### src/design/graph6_stream_decoder_unit_defines.svh
// Assertion macros shared by the graph6 stream decoder RTL.
// Depends on nothing; users must have clk and rst in scope.
`ifndef GRAPH6_STREAM_DECODER_UNIT_DEFINES_SVH
`define GRAPH6_STREAM_DECODER_UNIT_DEFINES_SVH
`ifndef SYNTHESIS
`define G6SD_ASSERT_NOW(lbl, ante, cons, msg) \
  lbl: assert property (@(posedge clk) disable iff (rst) (ante) |-> (cons)) else $error(msg);
`define G6SD_ASSERT_NEXT(lbl, ante, cons, msg) \
  lbl: assert property (@(posedge clk) disable iff (rst) (ante) |=> (cons)) else $error(msg);
`else
`define G6SD_ASSERT_NOW(lbl, ante, cons, msg)
`define G6SD_ASSERT_NEXT(lbl, ante, cons, msg)
`endif
`endif

### src/design/g6sd_pkg.sv
// Package for the graph6 stream decoder: types, constants, header text.
// Depends on nothing; used by every module of the decoder.
`default_nettype none

package g6sd_pkg;

  localparam int COUNT_BITS = 18;
  localparam int NODE_BITS  = 18;
  localparam int BYTE_BITS  = 8;
  localparam int GROUP_BITS = 6;

  localparam int FIFO_DEPTH = 4;
  localparam int FIFO_PTR_W = $clog2(FIFO_DEPTH);
  localparam int FIFO_CNT_W = $clog2(FIFO_DEPTH + 1);

  localparam logic [BYTE_BITS-1:0] BYTE_NEWLINE  = 8'h0A;
  localparam logic [BYTE_BITS-1:0] BYTE_LONG     = 8'd126;
  localparam logic [BYTE_BITS-1:0] BYTE_OFFSET   = 8'd63;
  localparam logic [BYTE_BITS-1:0] BYTE_HDR_OPEN = 8'h3E;

  localparam logic [3:0] HDR_LEN    = 4'd10;
  localparam logic [2:0] GROUP_STEPS = 3'd6;
  localparam logic [1:0] LONG_GROUPS = 2'd3;

  typedef logic [COUNT_BITS-1:0] count_t;
  typedef logic [COUNT_BITS:0]   count_ext_t;
  typedef logic [NODE_BITS-1:0]  node_t;

  typedef enum logic [1:0] {
    KIND_EDGE  = 2'd0,
    KIND_COUNT = 2'd1,
    KIND_DONE  = 2'd2,
    KIND_ERROR = 2'd3
  } kind_t;

  typedef enum logic [2:0] {
    PH_HDR_START   = 3'd0,
    PH_HDR_MATCH   = 3'd1,
    PH_COUNT_FIRST = 3'd2,
    PH_COUNT_LONG  = 3'd3,
    PH_DATA        = 3'd4,
    PH_DONE        = 3'd5,
    PH_ERROR       = 3'd6
  } phase_t;

  // One classified byte, as the front hands it to the edge walker.
  typedef struct packed {
    logic                  walk_reset;
    logic                  pre_valid;
    kind_t                 pre_kind;
    logic                  data_valid;
    logic [GROUP_BITS-1:0] data_bits;
    logic                  done;
    count_t                count;
  } cmd_t;

  function automatic logic [BYTE_BITS-1:0] hdr_char(input logic [3:0] pos);
    logic [BYTE_BITS-1:0] c;
    case (pos)
      4'd0:    c = 8'h3E;
      4'd1:    c = 8'h3E;
      4'd2:    c = 8'h67;
      4'd3:    c = 8'h72;
      4'd4:    c = 8'h61;
      4'd5:    c = 8'h70;
      4'd6:    c = 8'h68;
      4'd7:    c = 8'h36;
      4'd8:    c = 8'h3C;
      4'd9:    c = 8'h3C;
      default: c = 8'h00;
    endcase
    return c;
  endfunction

endpackage

`default_nettype wire

### src/design/graph6_stream_decoder_unit.sv
// Path: a byte's command is written to the queue, loaded into the walker registers, and
// its result is registered on the output port. Throughput: bytes with no result and no
// file start skip the walker; a data byte is walked one triangle bit per cycle while the
// output is not stalled on a result. The four-deep queue lets bytes arrive while the
// walker works. Reset (rst, synchronous) empties the queue and returns to header check
// with row one, column zero.
`default_nettype none

module graph6_stream_decoder_unit (
  input  wire logic                            clk,
  input  wire logic                            rst,
  input  wire logic                            in_valid,
  output logic                                 in_ready,
  input  wire logic [g6sd_pkg::BYTE_BITS-1:0]  data_byte,
  input  wire logic                            start_of_file,
  input  wire logic                            end_of_file,
  output logic                                 out_valid,
  input  wire logic                            out_ready,
  output logic [1:0]                           kind,
  output logic [g6sd_pkg::NODE_BITS-1:0]       edge_row,
  output logic [g6sd_pkg::NODE_BITS-1:0]       edge_col,
  output logic [g6sd_pkg::NODE_BITS-1:0]       node_total,
  output logic                                 last
);

  // Front to queue.
  logic           q_push;
  logic           q_full;
  g6sd_pkg::cmd_t push_cmd;

  // Queue to walker.
  logic           q_pop;
  logic           q_empty;
  g6sd_pkg::cmd_t head_cmd;

  // Classify each item: track the header, build the node count, and turn
  // every byte that carries results into one command. The front stalls
  // only when the queue is full.
  g6sd_front u_front (
    .clk           (clk),
    .rst           (rst),
    .in_valid      (in_valid),
    .in_ready      (in_ready),
    .data_byte     (data_byte),
    .start_of_file (start_of_file),
    .end_of_file   (end_of_file),
    .q_full        (q_full),
    .q_push        (q_push),
    .q_cmd         (push_cmd)
  );

  // Hold commands so a slow sink does not block byte intake.
  g6sd_cmd_fifo u_fifo (
    .clk     (clk),
    .rst     (rst),
    .push    (q_push),
    .cmd_in  (push_cmd),
    .full    (q_full),
    .pop     (q_pop),
    .cmd_out (head_cmd),
    .empty   (q_empty)
  );

  // Walk the triangle and drive the registered result port. The walker
  // advances through zero bits even while the output stalls, and only
  // waits when it has a result to hand over.
  g6sd_back u_back (
    .clk        (clk),
    .rst        (rst),
    .q_empty    (q_empty),
    .q_cmd      (head_cmd),
    .q_pop      (q_pop),
    .out_valid  (out_valid),
    .out_ready  (out_ready),
    .kind       (kind),
    .edge_row   (edge_row),
    .edge_col   (edge_col),
    .node_total (node_total),
    .last       (last)
  );

endmodule

`default_nettype wire

### src/design/g6sd_cmd_fifo.sv
// Short command queue between the byte classifier and the edge walker.
// Depends on g6sd_pkg for cmd_t and the queue depth.
`default_nettype none

module g6sd_cmd_fifo (
  input  wire logic            clk,
  input  wire logic            rst,
  input  wire logic            push,
  input  wire g6sd_pkg::cmd_t  cmd_in,
  output logic                 full,
  input  wire logic            pop,
  output g6sd_pkg::cmd_t       cmd_out,
  output logic                 empty
);

  g6sd_pkg::cmd_t                        entries [g6sd_pkg::FIFO_DEPTH];
  logic [g6sd_pkg::FIFO_PTR_W-1:0]       wr_ptr;
  logic [g6sd_pkg::FIFO_PTR_W-1:0]       rd_ptr;
  logic [g6sd_pkg::FIFO_CNT_W-1:0]       fill;

  assign full    = (fill == g6sd_pkg::FIFO_CNT_W'(g6sd_pkg::FIFO_DEPTH));
  assign empty   = (fill == '0);
  assign cmd_out = entries[rd_ptr];

  always_ff @(posedge clk) begin
    if (push) begin
      entries[wr_ptr] <= cmd_in;
    end
  end

  always_ff @(posedge clk) begin
    if (rst) begin
      wr_ptr <= '0;
      rd_ptr <= '0;
      fill   <= '0;
    end else begin
      if (push) begin
        wr_ptr <= wr_ptr + 1'b1;
      end
      if (pop) begin
        rd_ptr <= rd_ptr + 1'b1;
      end
      if (push && !pop) begin
        fill <= fill + 1'b1;
      end else if (pop && !push) begin
        fill <= fill - 1'b1;
      end
    end
  end

endmodule

`default_nettype wire

### src/design/g6sd_front.sv
// Byte classifier: header match, node count decode, file phase tracking.
// Depends on g6sd_pkg; feeds one command per result-bearing byte to the queue.
`default_nettype none

module g6sd_front (
  input  wire logic                          clk,
  input  wire logic                          rst,
  input  wire logic                          in_valid,
  output logic                               in_ready,
  input  wire logic [g6sd_pkg::BYTE_BITS-1:0] data_byte,
  input  wire logic                          start_of_file,
  input  wire logic                          end_of_file,
  input  wire logic                          q_full,
  output logic                               q_push,
  output g6sd_pkg::cmd_t                     q_cmd
);

  g6sd_pkg::phase_t phase, phase_byte, phase_next, cur_phase;
  logic [3:0]       hdr_pos, hdr_pos_next, cur_pos;
  g6sd_pkg::count_t acc, acc_next, cur_acc;
  logic [1:0]       bytes_left, bytes_left_next, cur_left, left_dec;
  logic             count_known, known_next, cur_known;

  logic [g6sd_pkg::BYTE_BITS-1:0]  byte_sub;
  logic [g6sd_pkg::GROUP_BITS-1:0] value6;
  logic                            is_nl, is_long, hdr_ok, take_first, accept;

  // A start-of-file byte sees the decoder as freshly reset.
  assign cur_phase = start_of_file ? g6sd_pkg::PH_HDR_START : phase;
  assign cur_pos   = start_of_file ? 4'd0 : hdr_pos;
  assign cur_acc   = start_of_file ? '0 : acc;
  assign cur_left  = start_of_file ? 2'd0 : bytes_left;
  assign cur_known = start_of_file ? 1'b0 : count_known;

  assign byte_sub   = data_byte - g6sd_pkg::BYTE_OFFSET;
  assign value6     = byte_sub[g6sd_pkg::GROUP_BITS-1:0];
  assign is_nl      = (data_byte == g6sd_pkg::BYTE_NEWLINE);
  assign is_long    = (data_byte == g6sd_pkg::BYTE_LONG);
  assign hdr_ok     = (cur_pos < g6sd_pkg::HDR_LEN) &&
                      (data_byte == g6sd_pkg::hdr_char(cur_pos));
  assign left_dec   = (cur_left != 2'd0) ? cur_left - 2'd1 : 2'd0;
  assign take_first = ((cur_phase == g6sd_pkg::PH_HDR_START) &&
                       (data_byte != g6sd_pkg::BYTE_HDR_OPEN)) ||
                      (cur_phase == g6sd_pkg::PH_COUNT_FIRST);

  assign in_ready = !q_full;
  assign accept   = in_valid && in_ready;

  // Next state.
  always_comb begin
    phase_byte      = cur_phase;
    hdr_pos_next    = cur_pos;
    acc_next        = cur_acc;
    bytes_left_next = cur_left;
    known_next      = cur_known;
    if (take_first) begin
      if (is_nl) begin
        phase_byte = g6sd_pkg::PH_DONE;
      end else if (is_long) begin
        phase_byte      = g6sd_pkg::PH_COUNT_LONG;
        bytes_left_next = g6sd_pkg::LONG_GROUPS;
        acc_next        = '0;
      end else begin
        acc_next   = g6sd_pkg::count_t'(value6);
        known_next = 1'b1;
        phase_byte = g6sd_pkg::PH_DATA;
      end
    end
    case (cur_phase)
      g6sd_pkg::PH_HDR_START: begin
        if (data_byte == g6sd_pkg::BYTE_HDR_OPEN) begin
          phase_byte   = g6sd_pkg::PH_HDR_MATCH;
          hdr_pos_next = 4'd1;
        end
      end
      g6sd_pkg::PH_HDR_MATCH: begin
        if (hdr_ok) begin
          hdr_pos_next = cur_pos + 4'd1;
          if (cur_pos + 4'd1 >= g6sd_pkg::HDR_LEN) begin
            phase_byte = g6sd_pkg::PH_COUNT_FIRST;
          end
        end else begin
          phase_byte = g6sd_pkg::PH_ERROR;
        end
      end
      g6sd_pkg::PH_COUNT_LONG: begin
        if (is_nl) begin
          phase_byte = g6sd_pkg::PH_DONE;
        end else begin
          acc_next        = (cur_acc << g6sd_pkg::GROUP_BITS) | g6sd_pkg::count_t'(value6);
          bytes_left_next = left_dec;
          if (left_dec == 2'd0) begin
            known_next = 1'b1;
            phase_byte = g6sd_pkg::PH_DATA;
          end
        end
      end
      g6sd_pkg::PH_DATA: begin
        if (is_nl) begin
          phase_byte = g6sd_pkg::PH_DONE;
        end
      end
      default: begin
      end
    endcase
    phase_next = phase_byte;
    if (end_of_file) begin
      if (phase_byte == g6sd_pkg::PH_HDR_MATCH) begin
        phase_next = g6sd_pkg::PH_ERROR;
      end else if (!(phase_byte inside {g6sd_pkg::PH_DONE, g6sd_pkg::PH_ERROR})) begin
        phase_next = g6sd_pkg::PH_DONE;
      end
    end
  end

  // Command for the walker.
  always_comb begin
    q_cmd            = '0;
    q_cmd.walk_reset = start_of_file;
    q_cmd.pre_kind   = g6sd_pkg::KIND_COUNT;
    q_cmd.data_bits  = value6;
    q_cmd.count      = known_next ? acc_next : '0;
    if (take_first) begin
      if (is_nl) begin
        q_cmd.done = 1'b1;
      end else if (!is_long) begin
        q_cmd.pre_valid = 1'b1;
      end
    end
    case (cur_phase)
      g6sd_pkg::PH_HDR_MATCH: begin
        if (!hdr_ok) begin
          q_cmd.pre_valid = 1'b1;
          q_cmd.pre_kind  = g6sd_pkg::KIND_ERROR;
        end
      end
      g6sd_pkg::PH_COUNT_LONG: begin
        if (is_nl) begin
          q_cmd.done = 1'b1;
        end else if (left_dec == 2'd0) begin
          q_cmd.pre_valid = 1'b1;
        end
      end
      g6sd_pkg::PH_DATA: begin
        if (is_nl) begin
          q_cmd.done = 1'b1;
        end else begin
          q_cmd.data_valid = 1'b1;
        end
      end
      default: begin
      end
    endcase
    if (end_of_file) begin
      if (phase_byte == g6sd_pkg::PH_HDR_MATCH) begin
        q_cmd.pre_valid = 1'b1;
        q_cmd.pre_kind  = g6sd_pkg::KIND_ERROR;
      end else if (!(phase_byte inside {g6sd_pkg::PH_DONE, g6sd_pkg::PH_ERROR})) begin
        q_cmd.done = 1'b1;
      end
    end
  end

  // Drop bytes that neither emit nor restart the walker.
  assign q_push = accept &&
                  (start_of_file || q_cmd.pre_valid || q_cmd.data_valid || q_cmd.done);

  always_ff @(posedge clk) begin
    if (rst) begin
      phase       <= g6sd_pkg::PH_HDR_START;
      hdr_pos     <= 4'd0;
      acc         <= '0;
      bytes_left  <= 2'd0;
      count_known <= 1'b0;
    end else if (accept) begin
      phase       <= phase_next;
      hdr_pos     <= hdr_pos_next;
      acc         <= acc_next;
      bytes_left  <= bytes_left_next;
      count_known <= known_next;
    end
  end

endmodule

`default_nettype wire

### src/design/g6sd_back.sv
// Edge walker: expands queued commands into results, at most one per cycle and only while
// the output is not stalled, walking the lower triangle. Depends on g6sd_pkg and the assertion macros.
`default_nettype none
`include "graph6_stream_decoder_unit_defines.svh"

module g6sd_back (
  input  wire logic                            clk,
  input  wire logic                            rst,
  input  wire logic                            q_empty,
  input  wire g6sd_pkg::cmd_t                  q_cmd,
  output logic                                 q_pop,
  output logic                                 out_valid,
  input  wire logic                            out_ready,
  output logic [1:0]                           kind,
  output logic [g6sd_pkg::NODE_BITS-1:0]       edge_row,
  output logic [g6sd_pkg::NODE_BITS-1:0]       edge_col,
  output logic [g6sd_pkg::NODE_BITS-1:0]       node_total,
  output logic                                 last
);

  logic                            busy, busy_next;
  logic                            pre_pend, pre_pend_next;
  g6sd_pkg::kind_t                 pre_kind, pre_kind_next;
  logic [g6sd_pkg::GROUP_BITS-1:0] bits, bits_next;
  logic [2:0]                      bits_left, bits_left_next;
  logic                            done_pend, done_pend_next;
  logic [2:0]                      edge_cnt, edge_cnt_next;
  g6sd_pkg::count_t                count, count_next;
  g6sd_pkg::count_t                row, row_next, col, col_next, col_inc;

  g6sd_pkg::count_t                gap;
  g6sd_pkg::count_ext_t            gap_plus;
  logic                            in_tri, row1_in, row2_in, later;
  logic                            need, can_emit, step, rem, emit_fire;

  logic                            out_valid_next;
  logic [1:0]                      emit_kind;
  g6sd_pkg::count_t                emit_row, emit_col;
  logic                            emit_last;

  assign in_tri   = (row < count);
  assign gap      = row - col;
  assign gap_plus = g6sd_pkg::count_ext_t'(gap) + g6sd_pkg::count_ext_t'(row) +
                    g6sd_pkg::count_ext_t'(1);
  assign row1_in  = (g6sd_pkg::count_ext_t'(row) + g6sd_pkg::count_ext_t'(1)) <
                    g6sd_pkg::count_ext_t'(count);
  assign row2_in  = (g6sd_pkg::count_ext_t'(row) + g6sd_pkg::count_ext_t'(2)) <
                    g6sd_pkg::count_ext_t'(count);
  assign col_inc  = col + 1'b1;

  // Any set bit still ahead in this byte that lands inside the triangle.
  // Rows after the next one already hold more than the five bits left.
  always_comb begin
    later = 1'b0;
    for (int t = 1; t < g6sd_pkg::GROUP_BITS; t++) begin
      later = later || (bits[g6sd_pkg::GROUP_BITS-1-t] && (3'(t) < bits_left) &&
                        ((g6sd_pkg::count_t'(t) < gap) ||
                         (row1_in && ((g6sd_pkg::count_ext_t'(t) < gap_plus) || row2_in))));
    end
  end

  // Pick this cycle's step and what it would emit.
  always_comb begin
    need      = 1'b0;
    rem       = 1'b0;
    emit_kind = g6sd_pkg::KIND_DONE;
    emit_row  = '0;
    emit_col  = '0;
    emit_last = 1'b1;
    if (pre_pend) begin
      need      = 1'b1;
      emit_kind = pre_kind;
      emit_last = !done_pend;
      rem       = done_pend || (bits_left != 3'd0);
    end else if (bits_left != 3'd0) begin
      need      = in_tri && bits[g6sd_pkg::GROUP_BITS-1];
      emit_kind = g6sd_pkg::KIND_EDGE;
      emit_row  = row;
      emit_col  = col;
      emit_last = !later && (!done_pend || (edge_cnt == g6sd_pkg::GROUP_STEPS - 3'd1));
      rem       = (in_tri && (bits_left != 3'd1)) || done_pend;
    end else if (done_pend) begin
      need = (edge_cnt != g6sd_pkg::GROUP_STEPS);
    end
  end

  assign can_emit  = !out_valid || out_ready;
  assign step      = busy && (!need || can_emit);
  assign emit_fire = step && need;
  assign q_pop     = !q_empty && (!busy || (step && !rem));

  // Walker state update.
  always_comb begin
    busy_next      = busy;
    pre_pend_next  = pre_pend;
    pre_kind_next  = pre_kind;
    bits_next      = bits;
    bits_left_next = bits_left;
    done_pend_next = done_pend;
    edge_cnt_next  = edge_cnt;
    count_next     = count;
    row_next       = row;
    col_next       = col;
    if (step) begin
      busy_next = rem;
      if (pre_pend) begin
        pre_pend_next = 1'b0;
      end else if (bits_left != 3'd0) begin
        if (in_tri) begin
          bits_next      = bits << 1;
          bits_left_next = bits_left - 3'd1;
          if (bits[g6sd_pkg::GROUP_BITS-1]) begin
            edge_cnt_next = edge_cnt + 3'd1;
          end
          if (col_inc >= row) begin
            row_next = row + 1'b1;
            col_next = '0;
          end else begin
            col_next = col_inc;
          end
        end else begin
          bits_left_next = 3'd0;
        end
      end else begin
        done_pend_next = 1'b0;
      end
    end
    if (q_pop) begin
      busy_next      = q_cmd.pre_valid || q_cmd.data_valid || q_cmd.done;
      pre_pend_next  = q_cmd.pre_valid;
      pre_kind_next  = q_cmd.pre_kind;
      bits_next      = q_cmd.data_bits;
      bits_left_next = q_cmd.data_valid ? g6sd_pkg::GROUP_STEPS : 3'd0;
      done_pend_next = q_cmd.done;
      edge_cnt_next  = 3'd0;
      count_next     = q_cmd.count;
      if (q_cmd.walk_reset) begin
        row_next = g6sd_pkg::count_t'(1);
        col_next = '0;
      end
    end
  end

  always_comb begin
    out_valid_next = out_valid;
    if (emit_fire) begin
      out_valid_next = 1'b1;
    end else if (out_ready) begin
      out_valid_next = 1'b0;
    end
  end

  always_ff @(posedge clk) begin
    if (rst) begin
      busy      <= 1'b0;
      pre_pend  <= 1'b0;
      bits_left <= 3'd0;
      done_pend <= 1'b0;
      row       <= g6sd_pkg::count_t'(1);
      col       <= '0;
      out_valid <= 1'b0;
    end else begin
      busy      <= busy_next;
      pre_pend  <= pre_pend_next;
      bits_left <= bits_left_next;
      done_pend <= done_pend_next;
      row       <= row_next;
      col       <= col_next;
      out_valid <= out_valid_next;
    end
  end

  always_ff @(posedge clk) begin
    pre_kind <= pre_kind_next;
    bits     <= bits_next;
    edge_cnt <= edge_cnt_next;
    count    <= count_next;
    if (emit_fire) begin
      kind       <= emit_kind;
      edge_row   <= g6sd_pkg::NODE_BITS'(emit_row);
      edge_col   <= g6sd_pkg::NODE_BITS'(emit_col);
      node_total <= g6sd_pkg::NODE_BITS'(count);
      last       <= emit_last;
    end
  end

  `G6SD_ASSERT_NOW(a_col_below_row, 1'b1, col < row, "walker column reached its row")
  `G6SD_ASSERT_NOW(a_edge_cnt_range, busy, edge_cnt <= g6sd_pkg::GROUP_STEPS, "edge count overrun")
  `G6SD_ASSERT_NEXT(a_edge_in_triangle, emit_fire && emit_kind == g6sd_pkg::KIND_EDGE, edge_row < node_total && edge_col < edge_row, "edge outside triangle")

endmodule

`default_nettype wire
### config.mk
export PLATFORM = sky130hd
export DESIGN_NAME = graph6_stream_decoder_unit
export DESIGN_NICKNAME = d
export VERILOG_FILES = /design/src/design/g6sd_pkg.sv /design/src/design/graph6_stream_decoder_unit.sv /design/src/design/g6sd_cmd_fifo.sv /design/src/design/g6sd_front.sv /design/src/design/g6sd_back.sv
export VERILOG_INCLUDE_DIRS = /design/src /design/src/design
export SDC_FILE = /design/constraint.sdc
export NUM_CORES = 1
export LEC_CHECK = 0
export ABC_CLOCK_PERIOD_IN_PS = 4920
export BUFFER_PORTS_ARGS = -buffer_cell sky130_fd_sc_hd__buf_2
export CORE_ASPECT_RATIO = 2
export CORE_UTILIZATION = 35
export CTS_CLUSTER_DIAMETER = 30
export DETAILED_ROUTE_END_ITERATION = 16
export GPL_TIMING_DRIVEN = 1
export SYNTH_ARGS = -nofsm -noshare
export SYNTH_HDL_FRONTEND = slang
export SYNTH_HIERARCHICAL = 1
export SYNTH_SLANG_ARGS = --single-unit
### constraint.sdc
create_clock -name clk -period 4.92 [get_ports clk]
set_input_delay 0.984 -clock clk [delete_from_list [all_inputs] [get_ports clk]]
set_output_delay 0.984 -clock clk [all_outputs]
set_load 0.005 [all_outputs]
==> metrics.txt <==
status completed; full die area just under 50000 sq um; boundary pin count 73; synthesized instance count 1550; Static Leakage 7.32 nW; topmost layer with routed signal wires met4; residual DRC count 0; total negative setup slack 0 ns; data arrival at the endpoint of the critical path about 5 ns; initial cell density of the core a little over a third; clock tree root buffer cell clkbuf_16; floorplan die height around 310 um; Peak supply drop between 0.0002 and 0.0003 V; Synth Register Bits about 290; highest cell delay on the worst timing path about 0.47 ns; number of antenna repair diodes 0; cell area after placement around 18000 sq um; capturing element type of the critical path flip-flop; H-tree lvl count 2; clock-pin slew of the registers on the worst-case setup and hold paths approximately 0.07 ns; mean area per synthesized cell 10.6 sq um; worst-path maximum fanout 9; most frequently used flop master after synthesis edfxtp_1; ratio of final minimum period to clock period between 90 and 100%; routed metal-1 wire length approximately 15 mm; fraction of power spent switching nets roughly a third; final period demand of the worst path roughly 4.6 ns; insertion delay of the later-clocked pin in the worst-skew pair approximately 0.55 ns; share of power burned in the clock network between 30% and 40%; total power just under 9 mW; Num Clock Sinks 286; Seq/Total Area, Yosys 47.1%; count of different cell masters after synthesis 85; fraction of final layout cells with drive strength greater than 1 around 18%; summed instance area of the synthesized netlist ~16000 sq um; launching element type of the critical path flip-flop; Detailed Route WL 48.5 mm; leftover overflow at the end of global routing 0; detailed-routed wire length on met2 around 27 mm; routed wire length on met3 between 1 and 1.5 mm; vias in the first global route roughly 13000; number of buffers on the longest clock path 3; data required time at the worst endpoint ~5.3 ns; Pins Over Slew Limit 0; min-delay worst type reg2reg; core box area between 40000 and 50000 sq um; maximum clock skew at final layout 0.0187 ns; half-perimeter wire length after detailed placement around 38 mm; maximum number of pins on one net before global-route repair 58; final weighted congestion in routability-driven placement about 1.0; ys async rst share 0%; TritonCTS clock tree yes; count of endpoints failing setup in the final report 0; CTS Buf Count 38; FF+latch area 7760 sq um; slowest stage cell, crit path a311o_2; number of nets in the synthesized netlist about 1700; total number of placement rows between 100 and 150; cell internal pwr a little under 6 mW; Vias between 10000 and 15000; Power per Cell Area approximately 460 nW/um^2; worst hold slack across all endpoints 0.460 ns; Max-slew headroom 39.9%; number of detailed-routing iterations run before antenna repair 6; part of the power in combinational logic between 20% and 30%; antenna-violating nets left 0; # fillers 4550; layout overhead on the synthesized area 17.5%; net switching power figure around 3 mW; routed length per instance 21.0 um; number of warning messages in the yosys log 6; chain of cells forming the critical path inv_1 > ha_2 > nor2_1 > a21oi_1 > a21bo_2 > a311o_2 > xor2_2 > ha_4 > inv_1 > a222oi_1 > nand4_1 > nor4_2 > o2111ai_1 > nor4_1 > nand4_1 > o21bai_1 > a21oi_1 > o41ai_2; DRT iter0 DRCs around 570; top achievable clock speed roughly 220 MHz; Final Cell Area around 19000 sq um; count of input and output buffers roughly 70; post-DR vias/cell 5.43; kind of critical path reg2reg; Final Hold Fails 0; die boundary width about 160 um; multi-input gate area in the final layout between 8000 and 9000 sq um; wire length of the first global-routing pass 73.9 mm; worst-margin pin slew ~0.9 ns; total global routing track utilization approximately a fifth; Nets roughly 1800; Post-synth EDFFs a little over 200; Flop pwr share between 30 and 40%; Maximum Capacitance Violations 0; initial antenna violation count 0
==> per-stage QoR <==
step	util, %	std cells	setup slack (ns)
global placement	38.2	2238	0.0986
global route	41.6	2313	-0.0276
floorplan	-	1550	0.269
detailed placement	38.2	2238	0.0126
finish	41.6	2313	0.289
CTS	41.1	2308	0.00449
==> layer usage <==
layer	GRT usage, %	vias up
li1	-	5968
met1	17.6	6125
met2	41.1	320
met3	2.38	156
met4	17.1	0
met5	0	-
==> final cells by class <==
| class | instances | area share [%] |
|---|---|---|
| Clock buffer | 44 | 5.30 |
| Clock inverter | 26 | 1.58 |
| Inverter | 89 | 1.72 |
| Multi-Input combinational cell | 1099 | 42.6 |
| Sequential cell | 286 | 40.1 |
| Tap cell | 627 | 4.05 |
| Timing Repair Buffer | 142 | 4.64 |
==> worst max-delay path, delay by kind of cell (launching register included) <==
kind	cells	cell delay (ns)
AO/OA/AOI/OAI	8	1.93
buffers and inverters	2	0.21
AND/OR/NAND/NOR	5	1.05
XOR/XNOR	1	0.20
flip-flops	1	0.33
adder cells (fa/ha/maj)	2	0.72
==> synthesized netlist by cell type (all sizes together), types with 5 or more instances <==
library cell	count	area (sq um)
xor2	20	175
buf	25	169
nor2	157	589
nand3	52	260
a22oi	44	330
o221ai	5	43.8
nor2b	16	100
mux2	6	67.6
edfxtp	203	6100
and2	13	83.8
ha	122	1530
a21oi	67	335
mux2i	6	60.1
a21o	31	233
and3	14	87.6
a311oi	5	43.8
clkbuf	51	191
nor4	7	43.8
dfxtp	83	1660
o211ai	15	113
a2111oi	5	62.6
a31oi	17	113
nand4	16	100
a211oi	12	90.1
o21bai	7	52.6
mux4	30	676
or3	10	62.6
inv	85	319
xnor2	82	718
o21a	14	105
or4	7	56.3
nor3	75	380
nand2b	22	138
nand2	91	342
a211o	6	52.6
o21ai	52	260
o2111ai	5	43.8
==> power groups by stage <==
| stage | clock [mW] | sequential (mW) | combinational [mW] |
|---|---|---|---|
| after floorplan | 0 | 3.39 | 1.76 |
| after global placement | 0 | 3.52 | 2.50 |
| after detailed placement | 0 | 3.53 | 2.56 |
| after CTS | 2.94 | 3.48 | 2.57 |
| after global routing | 3.02 | 3.52 | 2.83 |
| final | 2.87 | 3.47 | 2.57 |
==> what timing repair did <==
action,CTS,global route
setup endpoints to repair,1,2
pin swaps,1,22
setup buffers,0,5
hold buffers,0,0
resized for setup,0,49
==> cell families after synthesis <==
kind of cell    count (synthesis)  synth area share, %
other cells                     1               0.0228
fa+ha+maj                     125                 9.63
buf+inv                       165                 4.21
flops                         286                 47.1
simple gates                  501                 14.6
mux                            42                 4.87
compound gates                328                 14.1
xor+xnor                      102                 5.42
==> worst paths after layout <==
check / slack, ns / endpoint / cells past startpoint / startpoint
hold / removal: 0.46 / u_back/node_total[7] / 0 / u_back/count[7]
setup reg to reg: 0.29 / u_back/last / 18 / u_back/col[3]
setup / recovery: 0.29 / u_back/last / 18 / u_back/col[3]
hold reg to reg: 0.46 / u_back/node_total[7] / 0 / u_back/count[7]
==> cells in the final DEF, fill, tap and decap left out, types with 52 or more instances in the layout <==
cell	synthesis	layout
xnor2_1	82	81
buf_2	12	72
dfxtp_1	83	78
ha_1	122	109
edfxtp_1	203	203
nand2_1	91	90
nor3_1	74	71
buf_4	4	69
nor2_1	157	156
nand3_1	52	52
a21oi_1	67	63
inv_1	85	84
==> sequential cells by signal, summed over array words and instances (netlist names), 3 cells and up, named ones only <==
register,cells
u_back/col,18
u_back/bits,6
u_back/edge_col,18
u_front/acc,18
u_front/phase,3
u_fifo/fill,3
u_fifo/entries,120
u_back/edge_row,18
u_back/node_total,18
u_back/edge_cnt,3
u_back/bits_left,3
u_back/row,18
u_front/hdr_pos,4
u_back/count,18
No activity file was read; power rests on OpenSTA's default activity.
